$ cat config.mk
export PLATFORM = sky130hd
export DESIGN_NAME = bfs_layer_and_reorder_unit
export DESIGN_NICKNAME = d
export VERILOG_FILES = /design/src/hw/rtl/bfslr_pkg.sv /design/src/hw/rtl/bfs_layer_and_reorder_unit.sv /design/src/hw/rtl/bfslr_ram.sv
export VERILOG_INCLUDE_DIRS = /design/src /design/src/hw/rtl
export SDC_FILE = /design/constraint.sdc
export NUM_CORES = 2
export LEC_CHECK = 0
export ABC_AREA = 1
export BUFFER_PORTS_ARGS = -buffer_cell sky130_fd_sc_hd__clkbuf_2
export CAP_MARGIN = 20
export CORE_MARGIN = 10
export CORE_UTILIZATION = 57
export CTS_CLUSTER_SIZE = 8
export DETAILED_ROUTE_END_ITERATION = 6
export PLACE_DENSITY = 0.77
export SLEW_MARGIN = 20
export SYNTH_ARGS = -nofsm -noshare
export SYNTH_HDL_FRONTEND = slang
export SYNTH_SLANG_ARGS = --single-unit
$ cat constraint.sdc
create_clock -name i_clk -period 2.95 [get_ports i_clk]
set_input_delay 0.1475 -clock i_clk [delete_from_list [all_inputs] [get_ports i_clk]]
set_output_delay 0.1475 -clock i_clk [all_outputs]
set_load 0.005 [all_outputs]
$ cat src/hw/rtl/bfs_layer_and_reorder_unit_macros.svh
// Assertion macros shared by the RTL of the layering and reorder unit.
// Each macro samples on i_clk and is disabled while i_rst_n is low.
`ifndef BFS_LAYER_AND_REORDER_UNIT_MACROS_SVH
`define BFS_LAYER_AND_REORDER_UNIT_MACROS_SVH
`ifndef ASSERT_OFF
`define BFSLR_ASSERT(lbl, expr, msg) \
    lbl: assert property (@(posedge i_clk) disable iff (!i_rst_n) (expr)) else $error(msg);
`define BFSLR_ASSERT_IMP(lbl, ante, cons, msg) \
    lbl: assert property (@(posedge i_clk) disable iff (!i_rst_n) (ante) |-> (cons)) \
        else $error(msg);
`define BFSLR_ASSERT_NEXT(lbl, ante, cons, msg) \
    lbl: assert property (@(posedge i_clk) disable iff (!i_rst_n) (ante) |=> (cons)) \
        else $error(msg);
`else
`define BFSLR_ASSERT(lbl, expr, msg)
`define BFSLR_ASSERT_IMP(lbl, ante, cons, msg)
`define BFSLR_ASSERT_NEXT(lbl, ante, cons, msg)
`endif
`endif

$ cat src/hw/rtl/bfslr_pkg.sv
`timescale 1ns / 1ps

package bfslr_pkg;

    typedef logic [1:0] t_opcode;

    localparam t_opcode OP_LEVEL = 2'd0;
    localparam t_opcode OP_EDGE  = 2'd1;
    localparam t_opcode OP_RUN   = 2'd2;

    localparam logic KIND_VERTEX = 1'b0;
    localparam logic KIND_EDGE   = 1'b1;

    // Hop distances are 7-bit two's complement patterns.
    typedef logic [6:0] t_hop;

    localparam t_hop HOP_ZERO = 7'h00;
    localparam t_hop HOP_NONE = 7'h7F;

    typedef logic [3:0] t_vtx;
    typedef logic [7:0] t_byte;
    typedef logic signed [7:0] t_key;

endpackage

$ cat src/hw/rtl/bfs_layer_and_reorder_unit.sv
// Channel  | Direction | Handshake                  | Payload
// ---------+-----------+----------------------------+---------------------------------------
// in       | into unit | i_in_valid / o_in_stall    | i_opcode i_slot i_end_a i_end_b
//          |           |                            | i_col_in i_level_in
// out      | from unit | o_out_valid / i_out_stall  | o_out_kind o_out_index o_out_hops
//          |           |                            | o_out_level o_out_col o_out_last
//
// Load transactions are taken back to back while the unit is idle. A run
// transaction is dominated by the edge visit of every layering sweep, which
// reads the edge list and then both endpoint distances in the states S_BRD,
// S_BHOP and S_BUPD through one sequencer and one compare unit.
// Reset is synchronous and active low; it returns the sequencer to idle. The
// vertex and edge stores are not cleared and hold garbage until loaded.
// o_in_stall is high for the whole run. While a result waits under
// i_out_stall the sequencer holds and does no further work.
`timescale 1ns / 1ps
`include "bfs_layer_and_reorder_unit_macros.svh"

module bfs_layer_and_reorder_unit
    import bfslr_pkg::*;
#(
    parameter int VERTICES = 16,
    parameter int EDGES    = 32
) (
    input  logic              i_clk,
    input  logic              i_rst_n,

    input  logic              i_in_valid,
    output logic              o_in_stall,
    input  logic [1:0]        i_opcode,
    input  logic [4:0]        i_slot,
    input  logic [3:0]        i_end_a,
    input  logic [3:0]        i_end_b,
    input  logic [7:0]        i_col_in,
    input  logic [7:0]        i_level_in,

    output logic              o_out_valid,
    input  logic              i_out_stall,
    output logic              o_out_kind,
    output logic [4:0]        o_out_index,
    output logic signed [6:0] o_out_hops,
    output logic [7:0]        o_out_level,
    output logic [7:0]        o_out_col,
    output logic              o_out_last
);

    // Address and counter widths. The counters cover both stores, so they are
    // sized for the larger one.
    localparam int MAXN = (VERTICES > EDGES) ? VERTICES : EDGES;
    localparam int CW   = $clog2(MAXN);
    localparam int VAW  = $clog2(VERTICES);
    localparam int EAW  = (EDGES > 1) ? $clog2(EDGES) : 1;
    localparam bit EDGE_SORT = (EDGES > 1);

    // Sequencer state codes.
    localparam logic [3:0] S_IDLE   = 4'd0;
    localparam logic [3:0] S_HINIT  = 4'd1;
    localparam logic [3:0] S_BRD    = 4'd2;
    localparam logic [3:0] S_BHOP   = 4'd3;
    localparam logic [3:0] S_BUPD   = 4'd4;
    localparam logic [3:0] S_SRD    = 4'd5;
    localparam logic [3:0] S_SHOP   = 4'd6;
    localparam logic [3:0] S_SWR    = 4'd7;
    localparam logic [3:0] S_RI_RD  = 4'd8;
    localparam logic [3:0] S_RI_LD  = 4'd9;
    localparam logic [3:0] S_RJ_CMP = 4'd10;
    localparam logic [3:0] S_RI_WB  = 4'd11;
    localparam logic [3:0] S_ORD    = 4'd12;
    localparam logic [3:0] S_OLD    = 4'd13;
    localparam logic [3:0] S_OWAIT  = 4'd14;

    // Control registers.
    logic [3:0]    r_state, n_state;
    logic          r_eph, n_eph;       // 1 in the edge exchange pass and edge output
    // Datapath registers.
    logic [CW-1:0] r_i, n_i;           // outer index: vertex or edge
    logic [CW-1:0] r_j, n_j;           // inner index of the exchange pass
    logic [EAW-1:0] r_d, n_d;          // current sweep distance
    t_vtx          r_ea, n_ea;
    t_vtx          r_eb, n_eb;
    t_key          r_key, n_key;       // sort key held for the outer entry
    t_byte         r_val, n_val;       // value held for the outer entry
    logic          r_okind, n_okind;
    logic [4:0]    r_oidx, n_oidx;
    t_hop          r_ohops, n_ohops;
    t_byte         r_olvl, n_olvl;
    t_byte         r_ocol, n_ocol;
    logic          r_olast, n_olast;

    // Memory ports.
    logic           lvl_we;
    logic [VAW-1:0] lvl_wa, lvl_ra;
    t_byte          lvl_wd, lvl_rd;
    logic           hop_we;
    logic [VAW-1:0] hop_wa, hop_ra0, hop_ra1;
    t_hop           hop_wd, hop_rd0, hop_rd1;
    logic           end_we;
    logic [EAW-1:0] end_wa, end_ra;
    t_byte          end_wd, end_rd;
    logic           col_we;
    logic [EAW-1:0] col_wa, col_ra;
    t_byte          col_wd, col_rd;
    logic           sum_we;
    logic [EAW-1:0] sum_wa, sum_ra;
    t_byte          sum_wd, sum_rd;

    logic          in_acc;
    logic          out_acc;
    logic [CW-1:0] rd_idx;
    logic [CW-1:0] lim;
    logic          a_in, b_in;
    t_hop          ha, hb, d7;
    t_key          key_rd;
    t_byte         val_rd;
    logic          swap;
    logic          grow_a, grow_b;

    assign in_acc      = i_in_valid && !o_in_stall;
    assign out_acc     = o_out_valid && !i_out_stall;
    assign o_in_stall  = (r_state != S_IDLE);
    assign o_out_valid = (r_state == S_OWAIT);

    // An endpoint outside the vertex store is never reached; it reads as -1.
    assign a_in = ({3'b000, r_ea} < 7'(VERTICES));
    assign b_in = ({3'b000, r_eb} < 7'(VERTICES));
    assign ha   = a_in ? hop_rd0 : HOP_NONE;
    assign hb   = b_in ? hop_rd1 : HOP_NONE;
    assign d7   = 7'(r_d);

    // A sweep at distance d extends the layer from one end of an edge to an
    // unreached other end. Both cannot fire at once because d is never -1.
    assign grow_b = (ha == d7) && (hb == HOP_NONE) && b_in;
    assign grow_a = (hb == d7) && (ha == HOP_NONE) && a_in;

    // The exchange pass is one compare-and-swap unit shared by the vertex pass
    // (key hops, value level) and the edge pass (key endpoint sum, value column).
    assign key_rd = r_eph ? t_key'(sum_rd) : t_key'({hop_rd0[6], hop_rd0});
    assign val_rd = r_eph ? col_rd : lvl_rd;
    assign lim    = r_eph ? CW'(EDGES - 1) : CW'(VERTICES - 1);
    assign swap   = (r_key < key_rd) && (r_val < val_rd);

    always_comb begin
        case (r_state)
            S_RI_LD:  rd_idx = r_i + CW'(1);
            S_RJ_CMP: rd_idx = r_j + CW'(1);
            default:  rd_idx = r_i;
        endcase
    end

    // Memory read addresses.
    always_comb begin
        lvl_ra  = VAW'(rd_idx);
        col_ra  = EAW'(rd_idx);
        sum_ra  = EAW'(rd_idx);
        end_ra  = EAW'(r_i);
        hop_ra1 = VAW'(end_rd[7:4]);
        if (r_state inside {S_BHOP, S_SHOP}) begin
            hop_ra0 = VAW'(end_rd[3:0]);
        end else begin
            hop_ra0 = VAW'(rd_idx);
        end
    end

    // Memory writes.
    always_comb begin
        lvl_we = 1'b0;
        lvl_wa = VAW'(i_slot);
        lvl_wd = i_level_in;
        end_we = 1'b0;
        end_wa = EAW'(i_slot);
        end_wd = {i_end_b, i_end_a};
        col_we = 1'b0;
        col_wa = EAW'(i_slot);
        col_wd = i_col_in;
        hop_we = 1'b0;
        hop_wa = VAW'(r_i);
        hop_wd = HOP_NONE;
        sum_we = 1'b0;
        sum_wa = EAW'(r_i);
        sum_wd = t_byte'(t_key'({ha[6], ha}) + t_key'({hb[6], hb}));
        case (r_state)
            S_IDLE: begin
                if (in_acc && (i_opcode == OP_LEVEL) && ({2'b00, i_slot} < 7'(VERTICES))) begin
                    lvl_we = 1'b1;
                end
                if (in_acc && (i_opcode == OP_EDGE) && ({2'b00, i_slot} < 7'(EDGES))) begin
                    end_we = 1'b1;
                    col_we = 1'b1;
                end
            end
            S_HINIT: begin
                hop_we = 1'b1;
                hop_wd = (r_i == '0) ? HOP_ZERO : HOP_NONE;
            end
            S_BUPD: begin
                hop_we = grow_a || grow_b;
                hop_wa = grow_b ? VAW'(r_eb) : VAW'(r_ea);
                hop_wd = d7 + 7'd1;
            end
            S_SWR: begin
                sum_we = 1'b1;
            end
            S_RJ_CMP: begin
                if (swap) begin
                    lvl_we = !r_eph;
                    col_we = r_eph;
                end
                lvl_wa = VAW'(r_j);
                lvl_wd = r_val;
                col_wa = EAW'(r_j);
                col_wd = r_val;
            end
            S_RI_WB: begin
                lvl_we = !r_eph;
                col_we = r_eph;
                lvl_wa = VAW'(r_i);
                lvl_wd = r_val;
                col_wa = EAW'(r_i);
                col_wd = r_val;
            end
            default: begin
            end
        endcase
    end

    // Sequencer.
    always_comb begin
        n_state = r_state;
        n_eph   = r_eph;
        n_i     = r_i;
        n_j     = r_j;
        n_d     = r_d;
        n_ea    = r_ea;
        n_eb    = r_eb;
        n_key   = r_key;
        n_val   = r_val;
        n_okind = r_okind;
        n_oidx  = r_oidx;
        n_ohops = r_ohops;
        n_olvl  = r_olvl;
        n_ocol  = r_ocol;
        n_olast = r_olast;
        case (r_state)
            S_IDLE: begin
                if (in_acc && (i_opcode == OP_RUN)) begin
                    n_state = S_HINIT;
                    n_i     = '0;
                end
            end
            S_HINIT: begin
                if (r_i == CW'(VERTICES - 1)) begin
                    n_state = S_BRD;
                    n_i     = '0;
                    n_d     = '0;
                end else begin
                    n_i = r_i + CW'(1);
                end
            end
            S_BRD: begin
                n_state = S_BHOP;
            end
            S_BHOP: begin
                n_ea    = end_rd[3:0];
                n_eb    = end_rd[7:4];
                n_state = S_BUPD;
            end
            S_BUPD: begin
                if (r_i == CW'(EDGES - 1)) begin
                    n_i = '0;
                    if (r_d == EAW'(EDGES - 1)) begin
                        n_state = S_RI_RD;
                        n_eph   = 1'b0;
                    end else begin
                        n_d     = r_d + EAW'(1);
                        n_state = S_BRD;
                    end
                end else begin
                    n_i     = r_i + CW'(1);
                    n_state = S_BRD;
                end
            end
            S_SRD: begin
                n_state = S_SHOP;
            end
            S_SHOP: begin
                n_ea    = end_rd[3:0];
                n_eb    = end_rd[7:4];
                n_state = S_SWR;
            end
            S_SWR: begin
                if (r_i == CW'(EDGES - 1)) begin
                    n_i = '0;
                    if (EDGE_SORT) begin
                        n_eph   = 1'b1;
                        n_state = S_RI_RD;
                    end else begin
                        n_eph   = 1'b0;
                        n_state = S_ORD;
                    end
                end else begin
                    n_i     = r_i + CW'(1);
                    n_state = S_SRD;
                end
            end
            S_RI_RD: begin
                n_state = S_RI_LD;
            end
            S_RI_LD: begin
                n_key   = key_rd;
                n_val   = val_rd;
                n_j     = r_i + CW'(1);
                n_state = S_RJ_CMP;
            end
            S_RJ_CMP: begin
                if (swap) begin
                    n_val = val_rd;
                end
                if (r_j == lim) begin
                    n_state = S_RI_WB;
                end else begin
                    n_j = r_j + CW'(1);
                end
            end
            S_RI_WB: begin
                if (r_i == lim - CW'(1)) begin
                    n_i = '0;
                    if (r_eph) begin
                        n_eph   = 1'b0;
                        n_state = S_ORD;
                    end else begin
                        n_state = S_SRD;
                    end
                end else begin
                    n_i     = r_i + CW'(1);
                    n_state = S_RI_RD;
                end
            end
            S_ORD: begin
                n_state = S_OLD;
            end
            S_OLD: begin
                n_oidx = 5'(r_i);
                if (r_eph) begin
                    n_okind = KIND_EDGE;
                    n_ohops = HOP_ZERO;
                    n_olvl  = '0;
                    n_ocol  = col_rd;
                    n_olast = (r_i == CW'(EDGES - 1));
                end else begin
                    n_okind = KIND_VERTEX;
                    n_ohops = hop_rd0;
                    n_olvl  = lvl_rd;
                    n_ocol  = '0;
                    n_olast = 1'b0;
                end
                n_state = S_OWAIT;
            end
            S_OWAIT: begin
                if (out_acc) begin
                    if (r_olast) begin
                        n_state = S_IDLE;
                    end else if (!r_eph && (r_i == CW'(VERTICES - 1))) begin
                        n_eph   = 1'b1;
                        n_i     = '0;
                        n_state = S_ORD;
                    end else begin
                        n_i     = r_i + CW'(1);
                        n_state = S_ORD;
                    end
                end
            end
            default: begin
                n_state = S_IDLE;
            end
        endcase
    end

    always_ff @(posedge i_clk) begin
        if (!i_rst_n) begin
            r_state <= S_IDLE;
            r_eph   <= 1'b0;
        end else begin
            r_state <= n_state;
            r_eph   <= n_eph;
        end
    end

    always_ff @(posedge i_clk) begin
        r_i     <= n_i;
        r_j     <= n_j;
        r_d     <= n_d;
        r_ea    <= n_ea;
        r_eb    <= n_eb;
        r_key   <= n_key;
        r_val   <= n_val;
        r_okind <= n_okind;
        r_oidx  <= n_oidx;
        r_ohops <= n_ohops;
        r_olvl  <= n_olvl;
        r_ocol  <= n_ocol;
        r_olast <= n_olast;
    end

    assign o_out_kind  = r_okind;
    assign o_out_index = r_oidx;
    assign o_out_hops  = r_ohops;
    assign o_out_level = r_olvl;
    assign o_out_col   = r_ocol;
    assign o_out_last  = r_olast;

    // Vertex levels.
    bfslr_ram #(.WIDTH(8), .DEPTH(VERTICES)) u_lvl_ram (
        .i_clk      (i_clk),
        .i_wr_en    (lvl_we),
        .i_wr_addr  (lvl_wa),
        .i_wr_data  (lvl_wd),
        .i_rd_addr0 (lvl_ra),
        .o_rd_data0 (lvl_rd),
        .i_rd_addr1 ('0),
        .o_rd_data1 ()
    );

    // Vertex hop distances; both endpoints of an edge are read together.
    bfslr_ram #(.WIDTH(7), .DEPTH(VERTICES)) u_hop_ram (
        .i_clk      (i_clk),
        .i_wr_en    (hop_we),
        .i_wr_addr  (hop_wa),
        .i_wr_data  (hop_wd),
        .i_rd_addr0 (hop_ra0),
        .o_rd_data0 (hop_rd0),
        .i_rd_addr1 (hop_ra1),
        .o_rd_data1 (hop_rd1)
    );

    // Edge endpoints, end_a in the low nibble.
    bfslr_ram #(.WIDTH(8), .DEPTH(EDGES)) u_end_ram (
        .i_clk      (i_clk),
        .i_wr_en    (end_we),
        .i_wr_addr  (end_wa),
        .i_wr_data  (end_wd),
        .i_rd_addr0 (end_ra),
        .o_rd_data0 (end_rd),
        .i_rd_addr1 ('0),
        .o_rd_data1 ()
    );

    // Edge columns.
    bfslr_ram #(.WIDTH(8), .DEPTH(EDGES)) u_col_ram (
        .i_clk      (i_clk),
        .i_wr_en    (col_we),
        .i_wr_addr  (col_wa),
        .i_wr_data  (col_wd),
        .i_rd_addr0 (col_ra),
        .o_rd_data0 (col_rd),
        .i_rd_addr1 ('0),
        .o_rd_data1 ()
    );

    // Endpoint distance sums, filled once per run before the edge pass.
    bfslr_ram #(.WIDTH(8), .DEPTH(EDGES)) u_sum_ram (
        .i_clk      (i_clk),
        .i_wr_en    (sum_we),
        .i_wr_addr  (sum_wa),
        .i_wr_data  (sum_wd),
        .i_rd_addr0 (sum_ra),
        .o_rd_data0 (sum_rd),
        .i_rd_addr1 ('0),
        .o_rd_data1 ()
    );

    `BFSLR_ASSERT_NEXT(a_run_starts, in_acc && (i_opcode == OP_RUN),
        (r_state == S_HINIT) && (r_i == '0), "run transaction did not start distance init")
    `BFSLR_ASSERT_IMP(a_inner_ahead, r_state == S_RJ_CMP, r_j > r_i,
        "exchange pass inner index not above outer index")
    `BFSLR_ASSERT_IMP(a_last_is_edge, o_out_valid && o_out_last,
        (o_out_kind == KIND_EDGE) && (o_out_index == 5'(EDGES - 1)),
        "last flag on a result other than the final edge")
    `BFSLR_ASSERT_IMP(a_edge_fields, o_out_valid && (o_out_kind == KIND_EDGE),
        (o_out_hops == HOP_ZERO) && (o_out_level == '0), "edge result carries vertex fields")
    `BFSLR_ASSERT_NEXT(a_idle_after_last, out_acc && o_out_last, r_state == S_IDLE,
        "unit not idle after the final result transaction")

endmodule

$ cat src/hw/rtl/bfslr_ram.sv
`timescale 1ns / 1ps

module bfslr_ram #(
    parameter int WIDTH = 8,
    parameter int DEPTH = 16,
    localparam int AW = (DEPTH > 1) ? $clog2(DEPTH) : 1
) (
    input  logic             i_clk,
    input  logic             i_wr_en,
    input  logic [AW-1:0]    i_wr_addr,
    input  logic [WIDTH-1:0] i_wr_data,
    input  logic [AW-1:0]    i_rd_addr0,
    output logic [WIDTH-1:0] o_rd_data0,
    input  logic [AW-1:0]    i_rd_addr1,
    output logic [WIDTH-1:0] o_rd_data1
);

    logic [WIDTH-1:0] r_mem [DEPTH];
    logic [WIDTH-1:0] r_rd_data0;
    logic [WIDTH-1:0] r_rd_data1;

    // Reads return the contents from before a write to the same address.
    always_ff @(posedge i_clk) begin
        if (i_wr_en) begin
            r_mem[i_wr_addr] <= i_wr_data;
        end
        r_rd_data0 <= r_mem[i_rd_addr0];
        r_rd_data1 <= r_mem[i_rd_addr1];
    end

    assign o_rd_data0 = r_rd_data0;
    assign o_rd_data1 = r_rd_data1;

endmodule

==> run metrics <==
status finished, violations left; failing checks design-rule violations, negative setup slack; cts bufs inserted 159; Core Area 85,400 µm²; final setup vio count 25; register area share after synthesis 67.9%; die height 314 µm; PD cells 895 nW/µm²; unrepaired setup endpoints after global routing true; pre-CTS WS -0.241 ns; Slew headroom 24.3%; Clock power frac 32.0%; arrival time worst endpoint 3.42 ns; Synth Register Bits 1,128; Syn Area/Cell 10.7 µm²; DRT Wirelength 133,000 µm; row count 107; synth unique cells 48; crit end category register; Final Slew Violations 0; global-route wire length before repair 200,000 µm; drt wl/cell 21.9 µm; Max Clock Freq 336 MHz; CP peak stage delay 0.40 ns; worst setup path end u_col_ram.r_mem[23][2]$_DFFE_PP_; crit path cell chain buf_12, nand2_1, inv_1, nor2_1, ha_1, a21oi_1, o211ai_1, a21oi_2, nand3_2, nand2_2, nand2_4, buf_8, buf_4, a21oi_1, buf_4; final period utilization 101%; crit path max fanout 8; die width 314 µm; Port Buffer Count 66; r2r startpoint r_eph$_SDFFE_PN0P_; critical path class register to register; Post-synth EDFFs 1,077; Congestion Overflow GR 0; DRC viols 6; fin crit period 2.97 ns; R2R Setup Slk -0.02 ns; die area 98,400 µm²; Worst Setup SP r_eph$_SDFFE_PN0P_; Starting Density 57.5%; post-route ant nets 0; CTS H-Tree Depth 4; slack of the critical path -0.0230 ns; total power 51,300 µW; setup TNS -0.266 ns; Lkg Pwr 0.0224 µW; max-cap violations 0; area grow syn2layout 16.6%; gp weighted congestion 0.949; final hold violation count 0; clock slew at reported path FFs 0.05 ns; Clock Sinks 1,128; reg-to-reg critical path endpoint u_col_ram.r_mem[23][2]$_DFFE_PP_; share of layout cells above drive strength 1 12.3%; NetSw 17,200 µW; Ports 67; Slew @ Worst Pin 1.13 ns; final clock skew 0.0234 ns; Post-Syn Instances 4,594; Main synth FF type edfxtp_1; vias 36,100; Post-synth ARST share 0%; Mapped Area 49,200 µm²; Sequential Power Share 39.8%; cell-internal power 34,100 µW; post-DP HPWL 78,900 µm; R2R cell count 15; via count of the first global-routing pass 35,200; Worst VDD drop 1.37 mV; switching part of the total power 33.5%; syn nets 4,661; largest net degree at the start of global routing 114; Vias/cell 5.95; Hold Startpoint i_col_in[5]; layout net count 4,910; CTS max path bufs 3; CTS tree built; worst skew pair latency 0.76 ns; 1st-pass router iterations 7; Worst path slowest cell dfxtp_4; antenna violations before repair 2; Yosys warnings 0; All-Layer GR Usage 26.1%; Worst EP required 3.40 ns; Starting DRT DRC Count 5,075; Hold Crit Class input port to register; Comb pwr share 28.2%; clk root buf clkbuf_16; CP Launch Type register
==> Yosys cell counts, types with 3 or more instances <==
library cell | count | area [µm²]
edfxtp_1 | 1077 | 32300
nand2_1 | 1056 | 3960
inv_1 | 518 | 1940
nand3_1 | 431 | 2160
nor2_1 | 331 | 1240
o21ai_0 | 302 | 1510
clkbuf_1 | 139 | 522
a21oi_1 | 131 | 656
nand4_1 | 107 | 669
buf_2 | 96 | 480
o211ai_1 | 96 | 721
o22ai_1 | 66 | 413
dfxtp_1 | 51 | 1020
or2_0 | 32 | 200
ha_1 | 31 | 388
inv_2 | 13 | 48.8
buf_1 | 12 | 45.0
nor3_1 | 12 | 60.1
o221ai_1 | 11 | 96.3
a221oi_1 | 8 | 70.1
a22o_1 | 8 | 70.1
nand2_2 | 7 | 43.8
xor2_1 | 7 | 61.3
and2_1 | 5 | 31.3
buf_4 | 5 | 37.5
nor2_2 | 4 | 25.0
clkinv_1 | 3 | 11.3
nand2_4 | 3 | 33.8
o21ai_1 | 3 | 15.0
or2_2 | 3 | 18.8
xnor2_1 | 3 | 26.3
==> timing repair <==
item	CTS	global route
gates cloned	1	5
pin swaps	0	4
endpoints found under the hold margin	5	0
hold buffers	3	0
endpoints found under the setup margin	259	294
gates resized for setup	39	55
setup buffers	0	6
==> metrics by stage <==
stage / cells / hold WS [ns] / area, µm² / util (%)
3_3_place_gp: 5811 / 0.418 / 52200 / 61.1
6_report: 6063 / 0.0892 / 57300 / 67.1
3_5_place_dp: 5811 / 0.424 / 52200 / 61.1
5_1_grt: 6059 / 0.0825 / 57300 / 67.1
4_1_cts: 6048 / 0.0647 / 56800 / 66.6
2_1_floorplan: 4594 / 0.246 / 49200 / -
==> power groups by stage <==
stage	clock network, µW	registers, µW	logic [µW]
2_1_floorplan	0	20600	8020
3_3_place_gp	0	20700	13400
3_5_place_dp	0	20700	13700
4_1_cts	16500	20400	13900
5_1_grt	17200	20400	15500
6_report	16400	20400	14500
==> how the worst min path moves through the flow <==
stage | end | cells after the start
2_1_floorplan | u_end_ram.r_mem[0][0]$_DFFE_PP_ | 0
3_3_place_gp | r_ea[3]$_DFFE_PP_ | 0
3_5_place_dp | r_ea[3]$_DFFE_PP_ | 0
4_1_cts | u_col_ram.r_mem[23][5]$_DFFE_PP_ | 4
5_1_grt | u_col_ram.r_mem[23][5]$_DFFE_PP_ | 4
6_report | u_col_ram.r_mem[23][5]$_DFFE_PP_ | 4
==> critical path: cells and delay by family, from the launching register on <==
| family | cells | cell delay (ns) |
|---|---|---|
| flip-flops | 1 | 0.40 |
| AND/OR/NAND/NOR | 5 | 0.61 |
| AO/OA/AOI/OAI | 4 | 0.63 |
| adder cells (fa/ha/maj) | 1 | 0.31 |
| buffers and inverters | 5 | 0.72 |
==> cell type report <==
class / count / area [µm²]
diodes: 4 / 10.0
clock buffers: 226 / 4340
clock inverters: 7 / 73.8
fillers: 5974 / 28100
inverters: 535 / 2030
multi-input cells: 2678 / 13200
flip-flops and latches: 1128 / 33400
well taps: 1144 / 1430
repair buffers: 341 / 2910
==> cells in the final DEF (no fill, tap or decap), types with 12 or more instances in the layout <==
cell type and count:
a21oi_1 94, a21oi_4 28, buf_12 25, buf_4 230, clkbuf_1 62, clkbuf_16 169
clkbuf_2 66, dfxtp_1 48, edfxtp_1 1077, ha_1 30, inv_1 514, inv_2 12
nand2_1 1054, nand3_1 430, nand4_1 107, nor2_1 327, o211ai_1 96, o21ai_0 297
o22ai_1 66, or2_0 32
==> state kept, by name (all words and copies together) (netlist names), 7 cells and up <==
signal and count:
u_col_ram.r_mem 256, u_end_ram.r_mem 256, u_sum_ram.r_mem 256, u_lvl_ram.r_mem 128
u_hop_ram.r_mem 112, o_out_col 8, o_out_level 8, r_key 8
r_val 8, u_col_ram.o_rd_data0 8, u_end_ram.o_rd_data0 8, u_lvl_ram.o_rd_data0 8
u_sum_ram.o_rd_data0 8, o_out_hops 7, u_hop_ram.o_rd_data0 7, u_hop_ram.o_rd_data1 7
==> cells by family after synthesis <==
kind of cell / after synthesis / synth area share (%)
xor gates and xnor gates: 10 / 0.178
adders and majority gates: 32 / 0.830
DFF: 1128 / 67.9
AOI/OAI and AO/OA: 637 / 7.44
and+or+nand+nor: 1999 / 17.4
buffers and inverters: 788 / 6.32
==> per-layer routing <==
metal	track usage, %	routed length, µm
met1	32.8	49200
met2	43.2	64000
met3	5.35	13600
met4	12.5	6230
met5	0	0
No activity file was read; power rests on OpenSTA's default activity.
